[src/hw/rtl/bde_pkg.sv]
package bde_pkg;

  // Window and source count of the sample store.
  localparam int WINDOW  = 10;
  localparam int SOURCES = 4;

  // Field widths.
  localparam int SRC_W      = 2;
  localparam int LEVEL_W    = 14;
  localparam int TS_W       = 32;
  localparam int RATE_W     = 28;
  localparam int THR_W      = 27;
  localparam int TIME_W     = 32;
  localparam int PROD_W     = 2 * LEVEL_W;
  localparam int CFG_IDX_W  = 1;
  localparam int CFG_DATA_W = THR_W;

  // Store geometry.
  localparam int SLOT_W    = $clog2(WINDOW);
  localparam int CNT_W     = $clog2(WINDOW + 1);
  localparam int MEM_DEPTH = SOURCES * WINDOW;
  localparam int ADDR_W    = $clog2(MEM_DEPTH);
  localparam int ENTRY_W   = LEVEL_W + TS_W;

  // Stream packing.
  localparam int IN_TDATA_W  = 48;
  localparam int OUT_TDATA_W = 96;
  localparam int OUT_HIGH_BIT  = SRC_W + RATE_W;
  localparam int OUT_VALID_BIT = SRC_W + RATE_W + 1;

  // Arithmetic constants.
  localparam logic [LEVEL_W-1:0] SCALE      = 14'd10000;
  localparam logic [RATE_W-1:0]  RATE_LIMIT = 28'd100000000;

  // Reset values of the registers.
  localparam logic [THR_W-1:0]   THR_RESET  = 27'd1500;
  localparam logic [LEVEL_W-1:0] CRIT_RESET = 14'd2000;

  // Register indexes.
  localparam logic [CFG_IDX_W-1:0] CFG_DRAIN_WARN = 1'b0;
  localparam logic [CFG_IDX_W-1:0] CFG_CRITICAL   = 1'b1;

  // What the shared divider is working on.
  localparam logic [1:0] PH_RATE = 2'd0;
  localparam logic [1:0] PH_TTC  = 2'd1;
  localparam logic [1:0] PH_TTE  = 2'd2;

  typedef struct packed {
    logic              start;
    logic [PROD_W-1:0] dividend;
    logic [TS_W-1:0]   divisor;
  } bde_div_req_t;

  typedef struct packed {
    logic              busy;
    logic              done;
    logic [PROD_W-1:0] quotient;
  } bde_div_rsp_t;

  typedef struct packed {
    logic               we;
    logic [ADDR_W-1:0]  waddr;
    logic [ENTRY_W-1:0] wdata;
    logic               re;
    logic [ADDR_W-1:0]  raddr;
  } bde_mem_req_t;

  typedef struct packed {
    logic [SRC_W-1:0]  source_echo;
    logic [RATE_W-1:0] drop_rate;
    logic              rate_alarm;
    logic              estimate_valid;
    logic [TIME_W-1:0] time_to_critical_ms;
    logic [TIME_W-1:0] time_to_empty_ms;
  } bde_result_t;

endpackage

[src/hw/rtl/battery_drain_estimator.sv]
// Battery drain estimator.
// Samples arrive on the s_axis channel: a source index, a level in 0.01 %
// units and a millisecond timestamp. Each sample gives one result on the
// m_axis channel: the drain rate in milli-percent per second over the last
// WINDOW samples of that source, a high drain flag, and, while the rate is
// positive, the times to the critical level and to empty in milliseconds.
// The cfg channel writes the warning threshold (index 0) and the critical
// level (index 1); it is always ready and should be used while idle.
// A sample with fewer than two stored samples or no time gap skips the
// divisions. Up to three divisions run one after another on a single
// restoring divider that yields one quotient bit per cycle, each with its
// own set-up; s_axis_tready is low throughout.
// Results sit in an output register. When the receiver stalls, the next
// sample is still taken and worked on, and its result waits until the
// register has been emptied.
// Reset clears the fill count and ring pointer of every source and loads
// the register defaults; stored samples need no clearing, as only written
// entries are ever used.
module battery_drain_estimator
  import bde_pkg::*;
(
  input  logic                   clk,
  input  logic                   rst,
  input  logic                   s_axis_tvalid,
  output logic                   s_axis_tready,
  // source_id[1:0], battery_level[15:2], timestamp_ms[47:16]
  input  logic [IN_TDATA_W-1:0]  s_axis_tdata,
  output logic                   m_axis_tvalid,
  input  logic                   m_axis_tready,
  // source_echo[1:0], drop_rate[29:2], rate_alarm[30], estimate_valid[31],
  // time_to_critical_ms[63:32], time_to_empty_ms[95:64]
  output logic [OUT_TDATA_W-1:0] m_axis_tdata,
  input  logic                   cfg_valid,
  output logic                   cfg_ready,
  input  logic [CFG_IDX_W-1:0]   cfg_index,
  input  logic [CFG_DATA_W-1:0]  cfg_data
);

  logic [THR_W-1:0]   thr;
  logic [LEVEL_W-1:0] crit;

  bde_mem_req_t       mem_req;
  logic [ENTRY_W-1:0] mem_rdata;
  bde_div_req_t       div_req;
  bde_div_rsp_t       div_rsp;
  logic               out_free;
  logic               res_load;
  bde_result_t        res;

  assign cfg_ready = 1'b1;

  always_ff @(posedge clk) begin
    if (rst) begin
      thr  <= THR_RESET;
      crit <= CRIT_RESET;
    end else if (cfg_valid && cfg_ready) begin
      case (cfg_index)
        CFG_DRAIN_WARN: thr  <= cfg_data[THR_W-1:0];
        CFG_CRITICAL:   crit <= cfg_data[LEVEL_W-1:0];
        default: begin
        end
      endcase
    end
  end

  bde_seq u_seq (
    .clk       (clk),
    .rst       (rst),
    .in_valid  (s_axis_tvalid),
    .in_ready  (s_axis_tready),
    .in_src    (s_axis_tdata[SRC_W-1:0]),
    .in_level  (s_axis_tdata[SRC_W+LEVEL_W-1:SRC_W]),
    .in_ts     (s_axis_tdata[SRC_W+LEVEL_W+TS_W-1:SRC_W+LEVEL_W]),
    .thr       (thr),
    .crit      (crit),
    .mem_req   (mem_req),
    .mem_rdata (mem_rdata),
    .div_req   (div_req),
    .div_rsp   (div_rsp),
    .out_free  (out_free),
    .res_load  (res_load),
    .res       (res)
  );

  bde_mem u_mem (
    .clk   (clk),
    .req   (mem_req),
    .rdata (mem_rdata)
  );

  bde_div u_div (
    .clk (clk),
    .rst (rst),
    .req (div_req),
    .rsp (div_rsp)
  );

  // Output register; it frees up in the same cycle as its transfer.
  assign out_free = !m_axis_tvalid || m_axis_tready;

  always_ff @(posedge clk) begin
    if (rst) begin
      m_axis_tvalid <= 1'b0;
    end else if (res_load) begin
      m_axis_tvalid <= 1'b1;
    end else if (m_axis_tready) begin
      m_axis_tvalid <= 1'b0;
    end
  end

  always_ff @(posedge clk) begin
    if (res_load) begin
      m_axis_tdata <= {res.time_to_empty_ms, res.time_to_critical_ms, res.estimate_valid,
                       res.rate_alarm, res.drop_rate, res.source_echo};
    end
  end

  a_busy_after_take: assert property (@(posedge clk) disable iff (rst)
    s_axis_tvalid && s_axis_tready |=> !s_axis_tready)
    else $error("input taken again straight after a transfer");

  a_div_no_restart: assert property (@(posedge clk) disable iff (rst)
    div_req.start |-> !div_rsp.busy)
    else $error("divider started while still running");

  a_high_implies_valid: assert property (@(posedge clk) disable iff (rst)
    m_axis_tvalid && m_axis_tdata[OUT_HIGH_BIT] |-> m_axis_tdata[OUT_VALID_BIT])
    else $error("high drain flagged without a positive rate");

endmodule

[src/hw/rtl/bde_mem.sv]
module bde_mem
  import bde_pkg::*;
(
  input  logic               clk,
  input  bde_mem_req_t       req,
  output logic [ENTRY_W-1:0] rdata
);

  logic [ENTRY_W-1:0] mem [MEM_DEPTH];

  always_ff @(posedge clk) begin
    if (req.we) begin
      mem[req.waddr] <= req.wdata;
    end
  end

  always_ff @(posedge clk) begin
    if (req.re) begin
      rdata <= mem[req.raddr];
    end
  end

endmodule

[src/hw/rtl/bde_div.sv]
module bde_div
  import bde_pkg::*;
(
  input  logic         clk,
  input  logic         rst,
  input  bde_div_req_t req,
  output bde_div_rsp_t rsp
);

  localparam int STEP_W = $clog2(PROD_W);
  localparam logic [STEP_W-1:0] LAST_STEP = STEP_W'(PROD_W - 1);

  logic              busy;
  logic              done;
  logic [STEP_W-1:0] step;
  logic [TS_W-1:0]   rem;
  logic [TS_W-1:0]   dvs;
  logic [PROD_W-1:0] dvd;
  logic [TS_W:0]     trial;
  logic [TS_W:0]     diff;
  logic              ge;

  // One quotient bit per cycle, restoring form.
  assign trial = {rem, dvd[PROD_W-1]};
  assign diff  = trial - {1'b0, dvs};
  assign ge    = (trial >= {1'b0, dvs});

  always_ff @(posedge clk) begin
    if (rst) begin
      busy <= 1'b0;
      done <= 1'b0;
      step <= '0;
    end else begin
      done <= 1'b0;
      if (req.start) begin
        busy <= 1'b1;
        step <= '0;
      end else if (busy) begin
        step <= step + 1'b1;
        if (step == LAST_STEP) begin
          busy <= 1'b0;
          done <= 1'b1;
        end
      end
    end
  end

  always_ff @(posedge clk) begin
    if (req.start) begin
      rem <= '0;
      dvs <= req.divisor;
      dvd <= req.dividend;
    end else if (busy) begin
      rem <= ge ? diff[TS_W-1:0] : trial[TS_W-1:0];
      dvd <= {dvd[PROD_W-2:0], ge};
    end
  end

  assign rsp.busy     = busy;
  assign rsp.done     = done;
  assign rsp.quotient = dvd;

endmodule

[src/hw/rtl/bde_seq.sv]
module bde_seq
  import bde_pkg::*;
(
  input  logic               clk,
  input  logic               rst,
  input  logic               in_valid,
  output logic               in_ready,
  input  logic [SRC_W-1:0]   in_src,
  input  logic [LEVEL_W-1:0] in_level,
  input  logic [TS_W-1:0]    in_ts,
  input  logic [THR_W-1:0]   thr,
  input  logic [LEVEL_W-1:0] crit,
  output bde_mem_req_t       mem_req,
  input  logic [ENTRY_W-1:0] mem_rdata,
  output bde_div_req_t       div_req,
  input  bde_div_rsp_t       div_rsp,
  input  logic               out_free,
  output logic               res_load,
  output bde_result_t        res
);

  localparam logic [3:0] S_IDLE  = 4'd0;
  localparam logic [3:0] S_WRITE = 4'd1;
  localparam logic [3:0] S_READ  = 4'd2;
  localparam logic [3:0] S_MUL   = 4'd3;
  localparam logic [3:0] S_DIV   = 4'd4;
  localparam logic [3:0] S_WAIT  = 4'd5;
  localparam logic [3:0] S_EST   = 4'd6;
  localparam logic [3:0] S_OUT   = 4'd7;

  localparam logic [SLOT_W:0] WIN_EXT  = (SLOT_W + 1)'(WINDOW);
  localparam logic [CNT_W-1:0] WIN_CNT = CNT_W'(WINDOW);
  localparam logic [SLOT_W-1:0] LAST_SLOT = SLOT_W'(WINDOW - 1);
  localparam logic [CNT_W-1:0] TWO = CNT_W'(2);

  logic [3:0]         state;
  logic [SRC_W-1:0]   src;
  logic [LEVEL_W-1:0] lvl;
  logic [TS_W-1:0]    ts;
  logic [CNT_W-1:0]   fill_now;
  logic [LEVEL_W-1:0] mul_op;
  logic [PROD_W-1:0]  prod;
  logic [TS_W-1:0]    dt;
  logic               neg;
  logic [1:0]         phase;
  logic [RATE_W-1:0]  rate;
  logic               high;
  logic               valid;
  logic [TIME_W-1:0]  ttc;
  logic [TIME_W-1:0]  tte;

  logic [CNT_W-1:0]  fill_cnt [SOURCES];
  logic [SLOT_W-1:0] old_slot [SOURCES];

  logic              src_ok;
  logic [CNT_W-1:0]  fill_cur;
  logic [SLOT_W-1:0] old_cur;
  logic [SLOT_W:0]   slot_sum;
  logic [SLOT_W-1:0] wr_slot;
  logic [SLOT_W-1:0] old_next;
  logic [CNT_W-1:0]  fill_next;
  logic              full;

  logic [LEVEL_W-1:0] old_level;
  logic [TS_W-1:0]    old_ts;
  logic [TS_W-1:0]    dt_now;
  logic [LEVEL_W:0]   ldiff;
  logic [LEVEL_W-1:0] lmag;

  logic [PROD_W-1:0] q;
  logic [RATE_W-1:0] rate_sat;
  logic              rate_pos;

  function automatic logic [ADDR_W-1:0] entry_addr(input logic [SRC_W-1:0] s,
                                                   input logic [SLOT_W-1:0] sl);
    entry_addr = ADDR_W'(32'(s) * 32'(WINDOW) + 32'(sl));
  endfunction

  assign src_ok   = (32'(src) < 32'(SOURCES));
  assign fill_cur = fill_cnt[src];
  assign old_cur  = old_slot[src];
  assign full     = (fill_cur == WIN_CNT);

  // The new sample goes after the stored ones, or over the oldest once the ring is full.
  assign slot_sum  = {1'b0, old_cur} + {1'b0, fill_cur[SLOT_W-1:0]};
  assign wr_slot   = full ? old_cur
                   : ((slot_sum >= WIN_EXT) ? SLOT_W'(slot_sum - WIN_EXT) : slot_sum[SLOT_W-1:0]);
  assign old_next  = full ? ((old_cur == LAST_SLOT) ? '0 : old_cur + 1'b1) : old_cur;
  assign fill_next = full ? fill_cur : fill_cur + 1'b1;

  always_comb begin
    mem_req.we    = (state == S_WRITE) && src_ok;
    mem_req.waddr = entry_addr(src, wr_slot);
    mem_req.wdata = {ts, lvl};
    mem_req.re    = (state == S_WRITE) && src_ok;
    mem_req.raddr = entry_addr(src, old_next);
  end

  // Oldest entry against the newest, which is the sample in hand.
  assign old_level = mem_rdata[LEVEL_W-1:0];
  assign old_ts    = mem_rdata[ENTRY_W-1:LEVEL_W];
  assign dt_now    = ts - old_ts;
  assign ldiff     = {1'b0, old_level} - {1'b0, lvl};
  assign lmag      = ldiff[LEVEL_W] ? LEVEL_W'(-ldiff) : ldiff[LEVEL_W-1:0];

  assign q        = div_rsp.quotient;
  assign rate_sat = (q > RATE_LIMIT) ? RATE_LIMIT : q;
  assign rate_pos = !rate[RATE_W-1] && (rate != '0);

  always_comb begin
    div_req.start    = (state == S_DIV);
    div_req.dividend = prod;
    div_req.divisor  = (phase == PH_RATE) ? dt : {{(TS_W - RATE_W){1'b0}}, rate};
  end

  assign in_ready = (state == S_IDLE);
  assign res_load = (state == S_OUT) && out_free;

  always_comb begin
    res.source_echo         = src;
    res.drop_rate           = rate;
    res.rate_alarm          = high;
    res.estimate_valid      = valid;
    res.time_to_critical_ms = ttc;
    res.time_to_empty_ms    = tte;
  end

  always_ff @(posedge clk) begin
    if (rst) begin
      state <= S_IDLE;
      for (int i = 0; i < SOURCES; i++) begin
        fill_cnt[i] <= '0;
        old_slot[i] <= '0;
      end
    end else begin
      case (state)
        S_IDLE: begin
          if (in_valid) begin
            state <= S_WRITE;
          end
        end
        S_WRITE: begin
          if (src_ok) begin
            fill_cnt[src] <= fill_next;
            old_slot[src] <= old_next;
            state         <= S_READ;
          end else begin
            state <= S_EST;
          end
        end
        S_READ: begin
          if (fill_now < TWO || dt_now == '0) begin
            state <= S_EST;
          end else begin
            state <= S_MUL;
          end
        end
        S_MUL: begin
          state <= S_DIV;
        end
        S_DIV: begin
          state <= S_WAIT;
        end
        S_WAIT: begin
          if (div_rsp.done) begin
            case (phase)
              PH_RATE: state <= S_EST;
              PH_TTC:  state <= S_MUL;
              default: state <= S_OUT;
            endcase
          end
        end
        S_EST: begin
          state <= rate_pos ? S_MUL : S_OUT;
        end
        S_OUT: begin
          if (out_free) begin
            state <= S_IDLE;
          end
        end
        default: begin
          state <= S_IDLE;
        end
      endcase
    end
  end

  always_ff @(posedge clk) begin
    case (state)
      S_IDLE: begin
        src  <= in_src;
        lvl  <= in_level;
        ts   <= in_ts;
        rate <= '0;
      end
      S_WRITE: begin
        fill_now <= fill_next;
      end
      S_READ: begin
        dt     <= dt_now;
        neg    <= ldiff[LEVEL_W];
        mul_op <= lmag;
        phase  <= PH_RATE;
      end
      S_MUL: begin
        prod <= {{LEVEL_W{1'b0}}, mul_op} * {{LEVEL_W{1'b0}}, SCALE};
      end
      S_WAIT: begin
        if (div_rsp.done) begin
          case (phase)
            PH_RATE: begin
              rate <= neg ? -rate_sat : rate_sat;
            end
            PH_TTC: begin
              ttc    <= TIME_W'(q);
              mul_op <= lvl;
              phase  <= PH_TTE;
            end
            default: begin
              tte <= TIME_W'(q);
            end
          endcase
        end
      end
      S_EST: begin
        high <= $signed(rate) > $signed({1'b0, thr});
        valid <= rate_pos;
        ttc   <= '0;
        tte   <= '0;
        if (lvl > crit) begin
          mul_op <= lvl - crit;
          phase  <= PH_TTC;
        end else begin
          mul_op <= lvl;
          phase  <= PH_TTE;
        end
      end
      default: begin
      end
    endcase
  end

endmodule
[config.mk]
export PLATFORM = sky130hd
export DESIGN_NAME = battery_drain_estimator
export DESIGN_NICKNAME = d
export VERILOG_FILES = /design/src/hw/rtl/bde_pkg.sv /design/src/hw/rtl/battery_drain_estimator.sv /design/src/hw/rtl/bde_mem.sv /design/src/hw/rtl/bde_div.sv /design/src/hw/rtl/bde_seq.sv
export SDC_FILE = /design/constraint.sdc
export NUM_CORES = 2
export LEC_CHECK = 0
export BUFFER_PORTS_ARGS = -buffer_cell sky130_fd_sc_hd__clkbuf_2
export CAP_MARGIN = 20
export CORE_ASPECT_RATIO = 0.9
export CORE_MARGIN = 5
export CORE_UTILIZATION = 25
export CTS_CLUSTER_SIZE = 40
export DETAILED_ROUTE_END_ITERATION = 10
export MAX_ROUTING_LAYER = met4
export PLACE_DENSITY = 0.41
export SYNTH_ARGS = -nofsm -noshare
export SYNTH_HDL_FRONTEND = slang
export SYNTH_SLANG_ARGS = --single-unit
[constraint.sdc]
create_clock -name clk -period 14.6 [get_ports clk]
set_clock_uncertainty 0.2 [all_clocks]
set_input_delay 0 -clock clk [delete_from_list [all_inputs] [get_ports clk]]
set_output_delay 0 -clock clk [all_outputs]
set_load 0.1 [all_outputs]
* Yosys cells after proc, flatten, opt, wreduce, memory -nomap -nowiden *
Memory sizes are Yosys's and may differ from the RTL's. A register that Yosys moved wholly into a read port is not among the register bits.
Cells that the tools add are included.

storage, ports and cells
  bits in registers = 460
  RAM bits = 1872
  logic and storage cells = 153
  memories kept = 3

operators by class
  add/subtract/negate cells = 13
  multiply operators = 2
  order comparisons = 6
  equality and inequality tests = 17
  muxes and demuxes = 56
  bitwise operators = 2
  reduce and logical (&&, ||, !) cells = 27

memories
  name            words  bits a word  read ports  clocked after memory_dff  write ports  RTL line       RTL
  u_mem.mem       40     46           1           1                         1            bde_mem.sv:9   logic [ENTRY_W-1:0] mem [MEM_DEPTH];
  u_seq.fill_cnt  4      4            1           1                         4            bde_seq.sv:52  logic [CNT_W-1:0] fill_cnt [SOURCES];
  u_seq.old_slot  4      4            1           1                         4            bde_seq.sv:53  logic [SLOT_W-1:0] old_slot [SOURCES];

operator list
  cell                                                              number
  two-way mux 28 bit                                                7
  two-way mux 32 bit                                                5
  case mux 32 bit (2 select lines)                                  2
  subtractor 32 bit                                                 2
  two-way mux 14 bit                                                4
  case mux 28 bit (2 select lines)                                  1
  case mux 14 bit (3 select lines)                                  1
  two-way mux 4 bit                                                 10
  >= comparator 33 x 32 -> 1 bit                                    1
  zero test 32 bit                                                  1
  case mux 4 bit (8 select lines)                                   1
  greater-than comparator 28 x 27 -> 1 bit (second input constant)  1
  greater-than comparator 28 bit                                    1
  negator 28 bit                                                    1
  nonzero test 28 bit                                               1
  multiplier 14 x 10 -> 24 bit (second input constant)              1
  == test 4 x 3 -> 1 bit (second input constant)                    4
  AND reduction 3 bit                                               5
  subtractor 14 x 14 -> 15 bit                                      1
  greater-than comparator 14 bit                                    1
  two-way mux 1 bit                                                 14
  two-way mux 2 bit                                                 7
  negator 14 bit                                                    1
  subtractor 14 bit                                                 1
  other kinds (30)                                                  49

* Depth between registers and ports, before layout *
  depth in word-level cells = 7
  gate-level depth with buffers = 22
  depth with buffers taken out = 21

* By module *
Synthesis repeated with hierarchy kept, for this count alone.

second synthesis, totals
  cell total of the unflattened synthesis = 6156
  area total of the unflattened synthesis = 100769.1 um2

modules (own cells, without submodules)
  module                   instances  cells an instance  area an instance (um2)  seq. area each (um2)
  bde_mem                  1          3650               73022.5                 56634.3
  bde_seq                  1          1597               16906.2                 7367.1
  bde_div                  1          638                6194.7                  2582.5
  battery_drain_estimator  1          271                4645.7                  3723.6

* Worst setup path before layout *
Ideal clock, no wire load.

  path kind = reg2reg
  start point = register with a tool-made name
  end point = memory u_mem.mem[24][0] (netlist name), enable pin
  arrival time = 7.482 ns
  required time = 13.894 ns
  slack = 6.412 ns
  cell stages (with the launch flop) = 18
  buffers on the path = 1
  cells stage by stage = dfxtp_1 -> buf_2 -> mux4_2 -> ha_1 -> fa_1 -> xnor2_1 -> ha_1 -> nand2_1 -> a221o_1 -> mux2i_1 -> mux2_2 -> ha_1 -> a21oi_1 -> nor2b_1 -> xnor2_1 -> and3_1 -> o21ai_0 -> nor3_1

RTL lines
  what           RTL line
  end, declared  bde_mem.sv:9

==> reports/qor.yml <==
status: "finished, final reports clean"
globalRouteOverflowTotal: 0
yosysWarnings: 0
path_delay_family: "multiplexers"
place.gp.congestion: 0.788
die_area_mm2: 0.402
yosysTopAreaCell: "edfxtp_1"
hold_violations: 0
syn-mean-instance-area_um2: 18.6
setup_slack_ns: 7.01
start_util: 0.251
drt_drc_violations_left: 0
synthFlopType: "edfxtp_1"
slowest_stage: "dfxtp_1"
setup_violations: 0
slew-limit-headroom: 0.224
grt_first_pass_wirelength_um: 416000
cts_buffer_depth: 4
pre_cts_ws_ns: 6.96
synth_top_area_share: 0.702
min_path_type: "input pin to flip-flop"
clock_sinks: 2362
grt_max_degree: 110
yosysMostFrequentCell: "edfxtp_1"
worst_slew_pin_slew_ns: 1.16
die_w_um: 668
crit_buf_inv: 4
syn2layout_area_growth_pct: 19.2
antenna_found_initial: 25
critical_path_class: "flip-flop to flip-flop"
final.setup.tns_ns: 0
numCtsBuffers: 270
synth_commonest_cells: "edfxtp_1 (2,276), mux4_2 (560), nand2_1 (265), inv_1 (224), nor2_1 (217)"
synth_edf_count: 2276
grt_usage: 0.148
drt_iter0_drc: 4749
path_clk_slew_ns: 0.06
rsz0062_at_grt: "false"
period_needed_ns: 7.59
seq_area_frac_synth: 0.720
cts_setup_buffers: 0
syn_area_mm2: 0.0973
vias_per_cell: 4.60
dp_hpwl_um: 179000
maxSlewViolCount: 0
fp-row-count: 217
port_buffers: 170
critPathArrivalTime_ns: 7.93
core-area_mm2: 0.388
cp.required_ns: 14.93
cp-end-kind: "flip-flop"
wirelength_um: 296000
nFillCells: 37900
fmax_mhz: 132
crit_fanout: 41
num-nets-final: 6117
crit_chain: "mux4_2 > inv_1 > ha_1 > nand3b_1 > nand2b_1 > a21oi_1 > inv_1 > ha_4 > buf_4 > buf_4 > mux4_2 > mux4_2 > a22oi_1 > o21ai_0"
postSynth.asyncResetShare: 0
grt_pass1_vias: 52300
die_h_um: 602
dr.pass1.iters: 6
critPathMostFrequentCell: "mux4_2"
yosys-top-cells-area: "edfxtp_1 (70%), mux4_2 (13%), ha_1 (2.5%)"
final_layout_size_suffix_gt1_frac: 0.229
ios: 180
ys_types: 96
num_vias: 51300
cts_tree: "done"
synth-seq-cells: 2362
cts-root-buf: "clkbuf_16"
worstSkewPairLatency_ns: 0.89
critical-path-max-stage-delay_ns: 0.73
drv_cap: 0
startpoint_type: "flip-flop"
routedWlPerCell_um: 26.6
synthCells: 5224
ant_nets: 0
min_period_over_period: 0.520
htree_levels: 5
## cells by family (layout without fill, tap and decap cells)
group                      after synthesis  count (layout)  share of synthesized area
other                                    2              15                  0.0000772
adders and majority gates              234             234                     0.0329
buffers and inverters                  458            1234                     0.0193
and+or+nand+nor                        804             804                     0.0392
AOI/OAI and AO/OA                      592             592                     0.0384
xor gates and xnor gates               129             129                     0.0117
muxes                                  643             643                      0.139
DFF                                   2362            2362                      0.720
## path summary, 6_finish.rpt
path                    startpoint  cells past startpoint  slack (ns)                to
setup / recovery         flip-flop                     14        7.01   u_mem.rdata[33]
hold / removal    s_axis_tdata[18]                      3        0.16       u_seq.ts[2]
setup reg to reg         flip-flop                     14        7.01   u_mem.rdata[33]
hold reg to reg      u_seq.tte[22]                      0        0.21  m_axis_tdata[86]
## per-layer routing
metal | vias up | share of wire | wire length, µm | GRT usage
met5 | - | 0 | 0 | -
met4 | 0 | 0.020 | 5870 | 0.0295
met3 | 335 | 0.047 | 13800 | 0.0189
met2 | 1338 | 0.46 | 136000 | 0.227
met1 | 27500 | 0.47 | 140000 | 0.212
li1 | 22100 | - | - | -
## repair_timing
item                      4_1_cts  5_1_grt
hold endpoints to repair      149        0
resized for setup               0        0
hold buffers                  196        0
## area by class of cell
cell class	instances	area (µm²)	share of cell area
inverters	229	861	0.00742
multi-input cells	2411	25800	0.222
repair buffers	528	4190	0.0362
well taps	5146	6440	0.0555
clock buffers	335	7150	0.0616
flip-flops and latches	2362	70100	0.604
clock inverters	142	1490	0.0128
diodes	6	15.0	0.000129
## stage by stage
step / utilization / area, µm² / hold WS [ns] / instances
after floorplan: - / 97300 / -0.101 / 5231
after global placement: 0.271 / 105000 / -0.0212 / 10500
after detailed placement: 0.272 / 105000 / -0.0214 / 10500
after CTS: 0.299 / 116000 / 0.0765 / 11200
after global routing: 0.299 / 116000 / 0.110 / 11200
final: 0.299 / 116000 / 0.163 / 11200
## cell usage in the layout, fill, tap and decap left out, types with 170 or more instances in the layout
| cell type | instances |
|---|---|
| a21oi_1 | 190 |
| edfxtp_1 | 2276 |
| dlygate4sd3_1 | 195 |
| nor2_1 | 186 |
| nand2_1 | 264 |
| ha_1 | 197 |
| clkbuf_2 | 170 |
| inv_1 | 224 |
| clkbuf_16 | 275 |
| mux4_2 | 560 |
## sequential cells by signal, summed over array words and instances, names as in the netlist, 28 cells and up, named ones only
signal and flops:
m_axis_tdata 88, u_div.rem 32, u_seq.dt 32, u_mem.mem 1840, u_div.dvs 32, u_seq.ttc 28
u_seq.tte 28, u_seq.rate 28, u_div.dvd 28, u_seq.ts 32, u_mem.rdata 46
## tightest hold or removal path, stage by stage
cell           delay [ns]
dlygate4sd3_1        0.52
clkbuf_2             0.09
dlygate4sd3_1        0.52
Power is left out: the tool's default activity adds up to more than one toggle a clock period on the data nets, which glitch-free logic cannot reach.
